File: src/ots_pkg.sv
`default_nettype none
package ots_pkg;

	typedef logic signed [18:0] ang_t;
	typedef logic signed [33:0] trig_t;
	typedef logic signed [31:0] pos_t;

	localparam logic signed [19:0] ANG_PI      = 20'sd102944;
	localparam logic signed [19:0] ANG_TWO_PI  = 20'sd205887;
	localparam logic signed [19:0] ANG_HALF_PI = 20'sd51472;
	localparam logic [15:0]        SMOOTH_LIMIT = 16'd64880;
	localparam trig_t              CORDIC_GAIN  = 34'sd652032874;

	typedef enum logic [2:0] {
		REG_EL_MIN   = 3'd0,
		REG_EL_MAX   = 3'd1,
		REG_DIST_MIN = 3'd2,
		REG_DIST_MAX = 3'd3,
		REG_DIST_DEF = 3'd4,
		REG_SMOOTH   = 3'd5
	} reg_idx_t;

	typedef enum logic [2:0] {
		OP_HORIZ = 3'd0,
		OP_PY    = 3'd1,
		OP_PX    = 3'd2,
		OP_PZ    = 3'd3,
		OP_MX    = 3'd4,
		OP_MY    = 3'd5,
		OP_MZ    = 3'd6
	} mul_op_t;

	// arctan(2^-i) in Q.20
	function automatic logic signed [23:0] atan_q20(input logic [3:0] i);
		case (i)
			4'd0:    atan_q20 = 24'sd823550;
			4'd1:    atan_q20 = 24'sd486170;
			4'd2:    atan_q20 = 24'sd256879;
			4'd3:    atan_q20 = 24'sd130396;
			4'd4:    atan_q20 = 24'sd65451;
			4'd5:    atan_q20 = 24'sd32757;
			4'd6:    atan_q20 = 24'sd16383;
			4'd7:    atan_q20 = 24'sd8192;
			4'd8:    atan_q20 = 24'sd4096;
			4'd9:    atan_q20 = 24'sd2048;
			4'd10:   atan_q20 = 24'sd1024;
			4'd11:   atan_q20 = 24'sd512;
			4'd12:   atan_q20 = 24'sd256;
			4'd13:   atan_q20 = 24'sd128;
			4'd14:   atan_q20 = 24'sd64;
			default: atan_q20 = 24'sd32;
		endcase
	endfunction

	function automatic pos_t sat32(input logic signed [37:0] v);
		if (v > 38'sd2147483647)
			sat32 = 32'sh7fffffff;
		else if (v < -38'sd2147483648)
			sat32 = 32'sh80000000;
		else
			sat32 = v[31:0];
	endfunction

endpackage
`default_nettype wire

File: src/ots_item_if.sv
`default_nettype none
interface ots_item_if;
	logic               valid;
	logic               ready;
	logic signed [31:0] entity_x;
	logic signed [31:0] entity_y;
	logic signed [31:0] entity_z;
	logic signed [17:0] azimuth_step;
	logic signed [17:0] elevation_step;
	logic signed [31:0] distance_step;

	modport source(output valid, entity_x, entity_y, entity_z, azimuth_step,
		elevation_step, distance_step, input ready);
	modport sink(input valid, entity_x, entity_y, entity_z, azimuth_step,
		elevation_step, distance_step, output ready);
endinterface
`default_nettype wire

File: src/ots_result_if.sv
`default_nettype none
interface ots_result_if;
	logic               valid;
	logic               ready;
	logic signed [31:0] target_x;
	logic signed [31:0] target_y;
	logic signed [31:0] target_z;

	modport source(output valid, target_x, target_y, target_z, input ready);
	modport sink(input valid, target_x, target_y, target_z, output ready);
endinterface
`default_nettype wire

File: src/ots_cordic.sv
`default_nettype none
module ots_cordic import ots_pkg::*; (
	input  wire logic  clk,
	input  wire logic  arst_n,
	input  wire logic  start,
	input  wire ang_t  angle,
	output logic       done,
	output trig_t      sin_val,
	output trig_t      cos_val
);
	logic signed [19:0] ang_ext;
	logic signed [19:0] ang_fold;
	logic               fold;
	trig_t              x_q, y_q;
	logic signed [23:0] z_q;
	logic [3:0]         step_q;
	logic               run_q, neg_q, done_q;

	// fold the angle by pi into [-pi/2, pi/2]
	always_comb begin
		ang_ext  = 20'(angle);
		fold     = 1'b0;
		ang_fold = ang_ext;
		if (ang_ext > ANG_HALF_PI) begin
			ang_fold = ang_ext - ANG_PI;
			fold     = 1'b1;
		end else if (ang_ext < -ANG_HALF_PI) begin
			ang_fold = ang_ext + ANG_PI;
			fold     = 1'b1;
		end
	end

	always_ff @(posedge clk or negedge arst_n) begin
		if (!arst_n) begin
			run_q  <= 1'b0;
			done_q <= 1'b0;
			step_q <= '0;
		end else begin
			done_q <= 1'b0;
			if (start) begin
				run_q  <= 1'b1;
				step_q <= '0;
			end else if (run_q) begin
				step_q <= step_q + 4'd1;
				if (step_q == 4'd15) begin
					run_q  <= 1'b0;
					done_q <= 1'b1;
				end
			end
		end
	end

	always_ff @(posedge clk) begin
		if (start) begin
			x_q   <= CORDIC_GAIN;
			y_q   <= '0;
			z_q   <= 24'({ang_fold, 5'b0});
			neg_q <= fold;
		end else if (run_q) begin
			if (z_q >= 0) begin
				x_q <= x_q - (y_q >>> step_q);
				y_q <= y_q + (x_q >>> step_q);
				z_q <= z_q - atan_q20(step_q);
			end else begin
				x_q <= x_q + (y_q >>> step_q);
				y_q <= y_q - (x_q >>> step_q);
				z_q <= z_q + atan_q20(step_q);
			end
		end
	end

	assign done    = done_q;
	assign sin_val = neg_q ? -y_q : y_q;
	assign cos_val = neg_q ? -x_q : x_q;

endmodule
`default_nettype wire

File: src/ots_mul.sv
`default_nettype none
module ots_mul import ots_pkg::*; (
	input  wire logic               clk,
	input  wire logic               arst_n,
	input  wire logic               start,
	input  wire logic signed [33:0] a,
	input  wire logic signed [33:0] b,
	output logic                    done,
	output logic signed [67:0]      prod
);
	logic               hi_q, done_q;
	logic signed [17:0] digit;
	logic signed [51:0] part;
	logic signed [67:0] acc_q;

	// low digit unsigned, high digit signed
	assign digit = hi_q ? 18'($signed(b[33:17])) : $signed({1'b0, b[16:0]});
	assign part  = a * digit;

	always_ff @(posedge clk or negedge arst_n) begin
		if (!arst_n) begin
			hi_q   <= 1'b0;
			done_q <= 1'b0;
		end else begin
			done_q <= hi_q;
			hi_q   <= start;
		end
	end

	always_ff @(posedge clk) begin
		if (start)
			acc_q <= 68'(part);
		else if (hi_q)
			acc_q <= acc_q + (68'(part) <<< 17);
	end

	assign done = done_q;
	assign prod = acc_q;

endmodule
`default_nettype wire

File: src/orbit_target_spherical_smoother.sv
// Orbit look-target smoother. Each request carries an entity position and
// steps for azimuth, elevation and distance; the block keeps the orbit, wraps
// azimuth once into [-pi, pi], clamps elevation and distance to the limits in
// the register file, turns the orbit into a Cartesian offset with sine and
// cosine from one shared 16-step CORDIC, and moves the kept world position
// toward entity plus offset by (1 - smoothing). One request is worked at a
// time: two CORDIC passes, elevation then azimuth; four products with
// smoothing at zero or seven with it on, on one 34x18 multiplier; a load of
// the output register; then the next request is taken. The input is not
// ready while a request is worked; a finished result sits in an output
// register while the next request is taken. Registers (APB, byte address
// 4*i): elevation_min, elevation_max, distance_min, distance_max,
// default_distance, smoothing.
`default_nettype none
module orbit_target_spherical_smoother import ots_pkg::*; (
	input  wire logic        clk,
	input  wire logic        arst_n,
	input  wire logic        psel,
	input  wire logic        penable,
	input  wire logic        pwrite,
	input  wire logic [4:0]  paddr,
	input  wire logic [31:0] pwdata,
	output logic [31:0]      prdata,
	output logic             pready,
	ots_item_if.sink         item,
	ots_result_if.source     result
);
	typedef enum logic [4:0] {
		ST_IDLE   = 5'b00001,
		ST_COR_EL = 5'b00010,
		ST_COR_AZ = 5'b00100,
		ST_MUL    = 5'b01000,
		ST_OUT    = 5'b10000
	} state_t;

	state_t state_q;

	// register file
	logic signed [16:0] el_min_q, el_max_q;
	logic [30:0]        dmin_q, dmax_q, ddef_q;
	logic [15:0]        smooth_q;

	// orbit and world state
	logic  started_q;
	ang_t  az_q, el_q;
	pos_t  d_q;
	pos_t  wx_q, wy_q, wz_q;
	pos_t  ex_q, ey_q, ez_q;

	// working values
	trig_t              sel_q, cel_q, saz_q, caz_q;
	logic signed [33:0] horiz_q;
	logic signed [35:0] px_q, py_q;
	pos_t               tx_q, ty_q, tz_q;
	mul_op_t            op_q;
	logic               cor_go_q, mul_go_q;

	// output register
	logic rv_q;
	pos_t ox_q, oy_q, oz_q;

	logic accept, cfg_wr, out_load;
	assign accept = item.valid && item.ready;
	assign cfg_wr = psel && penable && pwrite;
	assign pready = 1'b1;
	assign item.ready = (state_q == ST_IDLE);
	assign out_load = (state_q == ST_OUT) && (!rv_q || result.ready);

	always_ff @(posedge clk or negedge arst_n) begin
		if (!arst_n) begin
			el_min_q <= -17'sd45000;
			el_max_q <= 17'sd45000;
			dmin_q   <= 31'd65536;
			dmax_q   <= 31'd6553600;
			ddef_q   <= 31'd655360;
			smooth_q <= '0;
		end else if (cfg_wr) begin
			case (paddr[4:2])
				REG_EL_MIN:   el_min_q <= pwdata[16:0];
				REG_EL_MAX:   el_max_q <= pwdata[16:0];
				REG_DIST_MIN: dmin_q   <= pwdata[30:0];
				REG_DIST_MAX: dmax_q   <= pwdata[30:0];
				REG_DIST_DEF: ddef_q   <= pwdata[30:0];
				REG_SMOOTH:   smooth_q <= pwdata[15:0];
				default: ;
			endcase
		end
	end

	always_comb begin
		case (paddr[4:2])
			REG_EL_MIN:   prdata = 32'(el_min_q);
			REG_EL_MAX:   prdata = 32'(el_max_q);
			REG_DIST_MIN: prdata = {1'b0, dmin_q};
			REG_DIST_MAX: prdata = {1'b0, dmax_q};
			REG_DIST_DEF: prdata = {1'b0, ddef_q};
			REG_SMOOTH:   prdata = {16'b0, smooth_q};
			default:      prdata = '0;
		endcase
	end

	// orbit update, applied when a request is taken
	ang_t               az_base, el_base;
	logic signed [19:0] az_sum, el_sum, az_wrap, el_lo, el_clamp;
	logic signed [33:0] d_base, d_sum, d_sat, d_lo, d_clamp;

	always_comb begin
		az_base = started_q ? az_q : '0;
		el_base = started_q ? el_q : '0;
		d_base  = started_q ? 34'(d_q) : 34'({1'b0, ddef_q});

		az_sum  = 20'(az_base) + 20'(item.azimuth_step);
		az_wrap = az_sum;
		if (az_sum > ANG_PI)
			az_wrap = az_sum - ANG_TWO_PI;
		else if (az_sum < -ANG_PI)
			az_wrap = az_sum + ANG_TWO_PI;

		// lower bound first, so inverted limits give the upper one
		el_sum   = 20'(el_base) + 20'(item.elevation_step);
		el_lo    = (el_sum < 20'(el_min_q)) ? 20'(el_min_q) : el_sum;
		el_clamp = (el_lo > 20'(el_max_q)) ? 20'(el_max_q) : el_lo;

		d_sum = d_base + 34'(item.distance_step);
		d_sat = d_sum;
		if (d_sum > 34'sd2147483647)
			d_sat = 34'sd2147483647;
		else if (d_sum < -34'sd2147483648)
			d_sat = -34'sd2147483648;
		d_lo    = (d_sat < $signed({3'b0, dmin_q})) ? $signed({3'b0, dmin_q}) : d_sat;
		d_clamp = (d_lo > $signed({3'b0, dmax_q})) ? $signed({3'b0, dmax_q}) : d_lo;
	end

	// shared CORDIC
	logic  cor_start, cor_done;
	trig_t cor_sin, cor_cos;
	ang_t  cor_ang;

	assign cor_start = accept || cor_go_q;
	assign cor_ang   = (state_q == ST_IDLE) ? ang_t'(el_clamp[18:0]) : az_q;

	ots_cordic u_cordic (
		.clk     (clk),
		.arst_n  (arst_n),
		.start   (cor_start),
		.angle   (cor_ang),
		.done    (cor_done),
		.sin_val (cor_sin),
		.cos_val (cor_cos)
	);

	// shared multiplier, operands picked by the current product
	logic [15:0]        keep;
	logic signed [33:0] mul_a, mul_b;
	logic               mul_done;
	logic signed [67:0] mul_p, mul_rnd;
	logic signed [35:0] rnd;

	assign keep = (smooth_q > SMOOTH_LIMIT) ? SMOOTH_LIMIT : smooth_q;

	always_comb begin
		case (op_q)
			OP_HORIZ: begin mul_a = 34'(d_q);   mul_b = cel_q; end
			OP_PY:    begin mul_a = 34'(d_q);   mul_b = sel_q; end
			OP_PX:    begin mul_a = horiz_q;   mul_b = saz_q; end
			OP_PZ:    begin mul_a = horiz_q;   mul_b = caz_q; end
			OP_MX:    begin mul_a = 34'(tx_q) - 34'(wx_q); mul_b = 34'(17'd65536 - 17'(keep)); end
			OP_MY:    begin mul_a = 34'(ty_q) - 34'(wy_q); mul_b = 34'(17'd65536 - 17'(keep)); end
			OP_MZ:    begin mul_a = 34'(tz_q) - 34'(wz_q); mul_b = 34'(17'd65536 - 17'(keep)); end
			default:  begin mul_a = '0;        mul_b = '0;    end
		endcase
	end

	ots_mul u_mul (
		.clk    (clk),
		.arst_n (arst_n),
		.start  (mul_go_q),
		.a      (mul_a),
		.b      (mul_b),
		.done   (mul_done),
		.prod   (mul_p)
	);

	// round half up: products with a Q4.30 sine or cosine drop 30 bits, smoothing steps drop 16
	always_comb begin
		if (op_q == OP_MX || op_q == OP_MY || op_q == OP_MZ)
			mul_rnd = (mul_p + 68'sd32768) >>> 16;
		else
			mul_rnd = (mul_p + 68'sd536870912) >>> 30;
		rnd = mul_rnd[35:0];
	end

	pos_t tz_new;
	assign tz_new = sat32(38'(ez_q) - 38'(rnd));

	always_ff @(posedge clk or negedge arst_n) begin
		if (!arst_n) begin
			state_q   <= ST_IDLE;
			started_q <= 1'b0;
			az_q      <= '0;
			el_q      <= '0;
			d_q       <= '0;
			wx_q      <= '0;
			wy_q      <= '0;
			wz_q      <= '0;
			op_q      <= OP_HORIZ;
			cor_go_q  <= 1'b0;
			mul_go_q  <= 1'b0;
			rv_q      <= 1'b0;
		end else begin
			cor_go_q <= 1'b0;
			mul_go_q <= 1'b0;
			// load the output register, or drop it once taken
			if (out_load)
				rv_q <= 1'b1;
			else if (result.ready)
				rv_q <= 1'b0;
			case (state_q)
				ST_IDLE: begin
					if (accept) begin
						// first request loads the orbit from the default distance
						if (!started_q) begin
							wx_q <= '0;
							wy_q <= '0;
							wz_q <= 32'(-$signed({1'b0, ddef_q}));
						end
						started_q <= 1'b1;
						az_q      <= az_wrap[18:0];
						el_q      <= el_clamp[18:0];
						d_q       <= d_clamp[31:0];
						op_q      <= OP_HORIZ;
						state_q   <= ST_COR_EL;
					end
				end
				ST_COR_EL: begin
					if (cor_done) begin
						cor_go_q <= 1'b1;
						state_q  <= ST_COR_AZ;
					end
				end
				ST_COR_AZ: begin
					if (cor_done) begin
						mul_go_q <= 1'b1;
						state_q  <= ST_MUL;
					end
				end
				ST_MUL: begin
					if (mul_done) begin
						case (op_q)
							OP_HORIZ: begin
								op_q     <= OP_PY;
								mul_go_q <= 1'b1;
							end
							OP_PY: begin
								op_q     <= OP_PX;
								mul_go_q <= 1'b1;
							end
							OP_PX: begin
								op_q     <= OP_PZ;
								mul_go_q <= 1'b1;
							end
							OP_PZ: begin
								if (keep == '0) begin
									// no smoothing: jump to the target
									wx_q    <= sat32(38'(ex_q) + 38'(px_q));
									wy_q    <= sat32(38'(ey_q) + 38'(py_q));
									wz_q    <= tz_new;
									state_q <= ST_OUT;
								end else begin
									op_q     <= OP_MX;
									mul_go_q <= 1'b1;
								end
							end
							OP_MX: begin
								wx_q     <= sat32(38'(wx_q) + 38'(rnd));
								op_q     <= OP_MY;
								mul_go_q <= 1'b1;
							end
							OP_MY: begin
								wy_q     <= sat32(38'(wy_q) + 38'(rnd));
								op_q     <= OP_MZ;
								mul_go_q <= 1'b1;
							end
							OP_MZ: begin
								wz_q    <= sat32(38'(wz_q) + 38'(rnd));
								state_q <= ST_OUT;
							end
							default: state_q <= ST_IDLE;
						endcase
					end
				end
				ST_OUT: begin
					// hold until the output register is free
					if (out_load)
						state_q <= ST_IDLE;
				end
				default: state_q <= ST_IDLE;
			endcase
		end
	end

	// payload registers
	always_ff @(posedge clk) begin
		if (accept) begin
			ex_q <= item.entity_x;
			ey_q <= item.entity_y;
			ez_q <= item.entity_z;
		end
		if (state_q == ST_COR_EL && cor_done) begin
			sel_q <= cor_sin;
			cel_q <= cor_cos;
		end
		if (state_q == ST_COR_AZ && cor_done) begin
			saz_q <= cor_sin;
			caz_q <= cor_cos;
		end
		if (state_q == ST_MUL && mul_done) begin
			case (op_q)
				OP_HORIZ: horiz_q <= rnd[33:0];
				OP_PY:    py_q    <= rnd;
				OP_PX:    px_q    <= rnd;
				OP_PZ: begin
					tx_q <= sat32(38'(ex_q) + 38'(px_q));
					ty_q <= sat32(38'(ey_q) + 38'(py_q));
					tz_q <= tz_new;
				end
				default: ;
			endcase
		end
		if (out_load) begin
			ox_q <= wx_q;
			oy_q <= wy_q;
			oz_q <= wz_q;
		end
	end

	assign result.valid    = rv_q;
	assign result.target_x = ox_q;
	assign result.target_y = oy_q;
	assign result.target_z = oz_q;

	a_mul_go_in_mul: assert property (@(posedge clk) disable iff (!arst_n)
		mul_go_q |-> (state_q == ST_MUL))
		else $error("multiplier started outside the product phase");

	a_cor_done_phase: assert property (@(posedge clk) disable iff (!arst_n)
		cor_done |-> (state_q == ST_COR_EL || state_q == ST_COR_AZ))
		else $error("CORDIC finished outside a CORDIC phase");

	a_started: assert property (@(posedge clk) disable iff (!arst_n)
		accept |=> started_q)
		else $error("orbit not marked started after a request");

endmodule
`default_nettype wire
File: src/flat_wrapper.sv
// flat-port wrapper written by rule: the top's interface ports become plain ports
module orbit_target_spherical_smoother_flat import ots_pkg::*;
  (clk, arst_n, psel, penable, pwrite, paddr, pwdata, prdata, pready, item_valid, item_entity_x, item_entity_y, item_entity_z, item_azimuth_step, item_elevation_step, item_distance_step, item_ready, result_valid, result_target_x, result_target_y, result_target_z, result_ready);
  ots_item_if item_i ();
  ots_result_if result_i ();
  input  wire logic clk;
  input  wire logic arst_n;
  input  wire logic psel;
  input  wire logic penable;
  input  wire logic pwrite;
  input  wire logic [4:0] paddr;
  input  wire logic [31:0] pwdata;
  output logic [31:0] prdata;
  output logic pready;
  input wire logic [$bits(item_i.valid)-1:0] item_valid;
  input wire logic [$bits(item_i.entity_x)-1:0] item_entity_x;
  input wire logic [$bits(item_i.entity_y)-1:0] item_entity_y;
  input wire logic [$bits(item_i.entity_z)-1:0] item_entity_z;
  input wire logic [$bits(item_i.azimuth_step)-1:0] item_azimuth_step;
  input wire logic [$bits(item_i.elevation_step)-1:0] item_elevation_step;
  input wire logic [$bits(item_i.distance_step)-1:0] item_distance_step;
  output wire logic [$bits(item_i.ready)-1:0] item_ready;
  output wire logic [$bits(result_i.valid)-1:0] result_valid;
  output wire logic [$bits(result_i.target_x)-1:0] result_target_x;
  output wire logic [$bits(result_i.target_y)-1:0] result_target_y;
  output wire logic [$bits(result_i.target_z)-1:0] result_target_z;
  input wire logic [$bits(result_i.ready)-1:0] result_ready;
  assign item_i.valid = item_valid;
  assign item_i.entity_x = item_entity_x;
  assign item_i.entity_y = item_entity_y;
  assign item_i.entity_z = item_entity_z;
  assign item_i.azimuth_step = item_azimuth_step;
  assign item_i.elevation_step = item_elevation_step;
  assign item_i.distance_step = item_distance_step;
  assign item_ready = item_i.ready;
  assign result_valid = result_i.valid;
  assign result_target_x = result_i.target_x;
  assign result_target_y = result_i.target_y;
  assign result_target_z = result_i.target_z;
  assign result_i.ready = result_ready;
  orbit_target_spherical_smoother u_core (.clk(clk), .arst_n(arst_n), .psel(psel), .penable(penable), .pwrite(pwrite), .paddr(paddr), .pwdata(pwdata), .prdata(prdata), .pready(pready), .item(item_i), .result(result_i));
endmodule
File: config.mk
export PLATFORM = sky130hd
export DESIGN_NAME = orbit_target_spherical_smoother_flat
export DESIGN_NICKNAME = d
export VERILOG_FILES = /design/src/ots_pkg.sv /design/src/ots_item_if.sv /design/src/ots_result_if.sv /design/src/ots_cordic.sv /design/src/ots_mul.sv /design/src/orbit_target_spherical_smoother.sv /design/src/flat_wrapper.sv
export SDC_FILE = /design/constraint.sdc
export NUM_CORES = 2
export LEC_CHECK = 0
export ABC_AREA = 0
export BUFFER_PORTS_ARGS = -buffer_cell sky130_fd_sc_hd__buf_2
export CAP_MARGIN = 25
export CORE_MARGIN = 5
export CORE_UTILIZATION = 65
export CTS_BUF_LIST = sky130_fd_sc_hd__clkbuf_2
export DETAILED_ROUTE_END_ITERATION = 10
export PLACE_DENSITY = 0.95
export SKIP_CTS_REPAIR_TIMING = 1
export SYNTH_ARGS = -nofsm -noshare
export SYNTH_HDL_FRONTEND = slang
export SYNTH_SLANG_ARGS = --single-unit
File: constraint.sdc
create_clock -name clk -period 35.2 [get_ports clk]
set_clock_uncertainty 0.1 [all_clocks]
set_input_delay 1.76 -clock clk [delete_from_list [all_inputs] [get_ports clk]]
set_output_delay 1.76 -clock clk [all_outputs]
set_load 0.05 [all_outputs]
==> results.json <==
{
  "synth_edf_count": 601,
  "core_sq_um": 152000,
  "synth_compound_area_frac": 0.171,
  "use_met3": 0.109,
  "max-cap-violations": 0,
  "grt_overflow": 0,
  "yosys.area_share.adder": 0.218,
  "min_period_ns": 13.99,
  "cts_buffers": 289,
  "cp-end-kind": "register",
  "synth_area_per_cell_sq_um": 9.07,
  "grt_max_degree": 188,
  "wire_per_inst_um": 24.8,
  "num-nets-final": 12900,
  "clkTransAtPathRegs_ns": 0.19,
  "fin_hold_ws_ns": 0.0276,
  "slew_violations": 0,
  "drive_gt1_frac": 0.121,
  "io_buffers": 334,
  "drt-total-wl_mm": 337,
  "hp-class": "input port to register",
  "htreeDepth": 5,
  "max_slew_margin": 0.143,
  "status": "complete, no violations",
  "route.vias.total": 90000,
  "multi_input_comb_area_sq_um": 66000,
  "arrival_ns": 15.40,
  "cts_tree": "yes",
  "async_reset_ff_frac": 0.328,
  "drt_iter0_drc": 11200,
  "grt_pass1_vias": 89600,
  "area_growth_pct": 7.13,
  "busiest_layer": "met2",
  "reg2reg_slack_ns": 21.21,
  "ios": 339,
  "ant_nets": 0,
  "worstPathMaxFanout": 16,
  "cts.path.max_buffers": 4,
  "route.detailed.drc": 0,
  "critPathSlowestCell": "a2111oi_0",
  "dieHeight_um": 401,
  "setup_viol": 0,
  "post_dp_cell_area_sq_um": 103000,
  "initial_core_util": 0.655,
  "fillers": 11200,
  "maxClockFrequency_mhz": 71.5,
  "regArea_sq_um": 27800,
  "yosys.area_share.simple": 0.147,
  "synth_cells": 11000,
  "synth_xor_area_frac": 0.0639,
  "first_pass_iters": 9,
  "synth.distinct_cells": 106,
  "hpwlAfterDp_mm": 252,
  "yosys_warnings": 0,
  "grt_util_met1": 0.485,
  "postLayoutCellArea_sq_um": 107000,
  "critPathKind": "register to register",
  "muxShareOfSynthArea": 0.0593,
  "ys_seq_area_frac": 0.279,
  "grt_setup_unrepaired": "false",
  "via_per_inst": 6.62,
  "start_kind": "register",
  "tightest_slew_ns": 1.28,
  "grtUsageMet2": 0.628,
  "grt_pass1_wl_mm": 510,
  "place_congestion": 1.03,
  "path_common_cell": "inv_1",
  "clock-sinks": 1003,
  "required_ns": 36.62,
  "antenna_found_initial": 30,
  "cpPeakStageDelay_ns": 0.70,
  "rows": 143,
  "die-area_sq_um": 161000,
  "finalHoldViolations": 0,
  "synth_area_sq_um": 99500,
  "synthFlopType": "edfxtp_1",
  "insertion_delay_ns": 1.80,
  "synth_fp_nets": 12500,
  "tns_ns": 0,
  "root_buffer": "clkbuf_2",
  "die_w_um": 401,
  "synth_top_family_by_area": "adder cells",
  "grt_usage": 0.404,
  "ys_ff_latch": 1003,
  "fin_crit_sh": 0.397
}
-- synthesized netlist by cell type (93+ instances only) --
| cell | number | area (sq um) |
|---|---|---|
| nor2_1 | 579 | 2170 |
| a21o_1 | 285 | 2140 |
| a31oi_1 | 120 | 751 |
| and2_1 | 233 | 1460 |
| o21ai_0 | 667 | 3340 |
| inv_1 | 1128 | 4230 |
| nor2b_1 | 117 | 732 |
| mux2_2 | 166 | 1870 |
| a21oi_1 | 721 | 3610 |
| xor2_1 | 247 | 2160 |
| dfrtp_1 | 307 | 7680 |
| mux2i_1 | 164 | 1640 |
| edfxtp_1 | 601 | 18000 |
| nand3_1 | 161 | 806 |
| clkbuf_1 | 403 | 1510 |
| nand2b_1 | 131 | 820 |
| fa_1 | 602 | 12100 |
| o21a_1 | 96 | 721 |
| mux4_2 | 93 | 2090 |
| nor3_1 | 164 | 821 |
| ha_1 | 768 | 9610 |
| nand2_1 | 1344 | 5040 |
| xnor2_1 | 479 | 4200 |
-- critical path: cells and delay by family, from the launching register on --
family                   cells  cell delay (ns)
adder cells (fa/ha/maj)      9             3.85
flip-flops                   1             0.49
buffers and inverters        8             0.85
XOR/XNOR                     4             0.75
AND/OR/NAND/NOR              6             1.56
AO/OA/AOI/OAI               23             6.06
-- per-layer routing --
metal,up-vias,routed length [um]
li1,39200,-
met1,42800,116000
met2,6237,149000
met3,1688,41500
met4,8,29800
met5,-,61
-- logic make-up (layout without fill, tap and decap cells) --
logic type	after synthesis	in the layout
AOI/OAI and AO/OA	2682	2682
buffers and inverters	1610	2175
and+or+nand+nor	3144	3144
adders and majority gates	1370	1370
muxes	435	435
xor gates and xnor gates	726	726
other	1	28
DFF	1003	1003
-- final cells by class --
type	count	share of cell area
multi-input cells	8358	0.619
flip-flops and latches	1003	0.261
inverters	1132	0.0399
repair buffers	555	0.0331
well taps	2030	0.0238
clock buffers	415	0.0195
clock inverters	73	0.00374
diodes	27	0.000634
-- state kept, by name, summed over array words and instances, names as in the netlist, 34 cells and up --
| signal | cells |
|---|---|
| u_core.caz_q | 34 |
| u_core.cel_q | 34 |
| u_core.py_q | 36 |
| u_core.horiz_q | 34 |
| u_core.sel_q | 34 |
| u_core.px_q | 36 |
| u_core.u_mul.prod | 51 |
| u_core.u_cordic.y_q | 34 |
| u_core.u_cordic.x_q | 34 |
| u_core.saz_q | 34 |
-- per-stage QoR --
| step | instances | util | setup WS (ns) |
|---|---|---|---|
| 5_1_grt | 13600 | 0.701 | 20.49 |
| 6_report | 13600 | 0.701 | 21.21 |
| 4_1_cts | 13500 | 0.697 | 20.89 |
| 3_3_place_gp | 13000 | 0.680 | 21.34 |
| 2_1_floorplan | 11000 | - | 23.85 |
| 3_5_place_dp | 13000 | 0.680 | 21.03 |
-- cells in the final DEF, fill, tap and decap left out, types with 96 or more instances in the layout --
| cell type | instances |
|---|---|
| fa_1 | 602 |
| and2_1 | 233 |
| xnor2_1 | 479 |
| a21o_1 | 285 |
| edfxtp_1 | 601 |
| nand3_1 | 161 |
| xor2_1 | 243 |
| nor3_1 | 160 |
| buf_2 | 335 |
| o21ai_0 | 665 |
| buf_4 | 166 |
| nor2_1 | 571 |
| clkbuf_2 | 415 |
| mux2i_1 | 163 |
| dfrtp_1 | 298 |
| ha_1 | 768 |
| nand2_1 | 1342 |
| mux2_2 | 166 |
| nor2b_1 | 115 |
| o21a_1 | 96 |
| inv_1 | 1126 |
| nand2b_1 | 131 |
| a21oi_1 | 720 |
| a31oi_1 | 119 |
-- path summary, 6_finish.rpt --
kind | startpoint | end | cells after the start
setup / recovery | u_core.wx_q[1] | u_core.u_mul.prod[65] | 50
hold / removal | item_entity_y[26] | u_core.ey_q[26] | 1
setup reg to reg | u_core.wx_q[1] | u_core.u_mul.prod[65] | 50
hold reg to reg | u_core.dmax_q[14] | u_core.d_q[14] | 2
max in group asynchronous | arst_n | u_core.ddef_q[27] | 4
min in group asynchronous | arst_n | u_core.wx_q[16] | 2
Power is not shown: default switching activity piles up to over one toggle a cycle in this logic, so the estimate is an artifact.
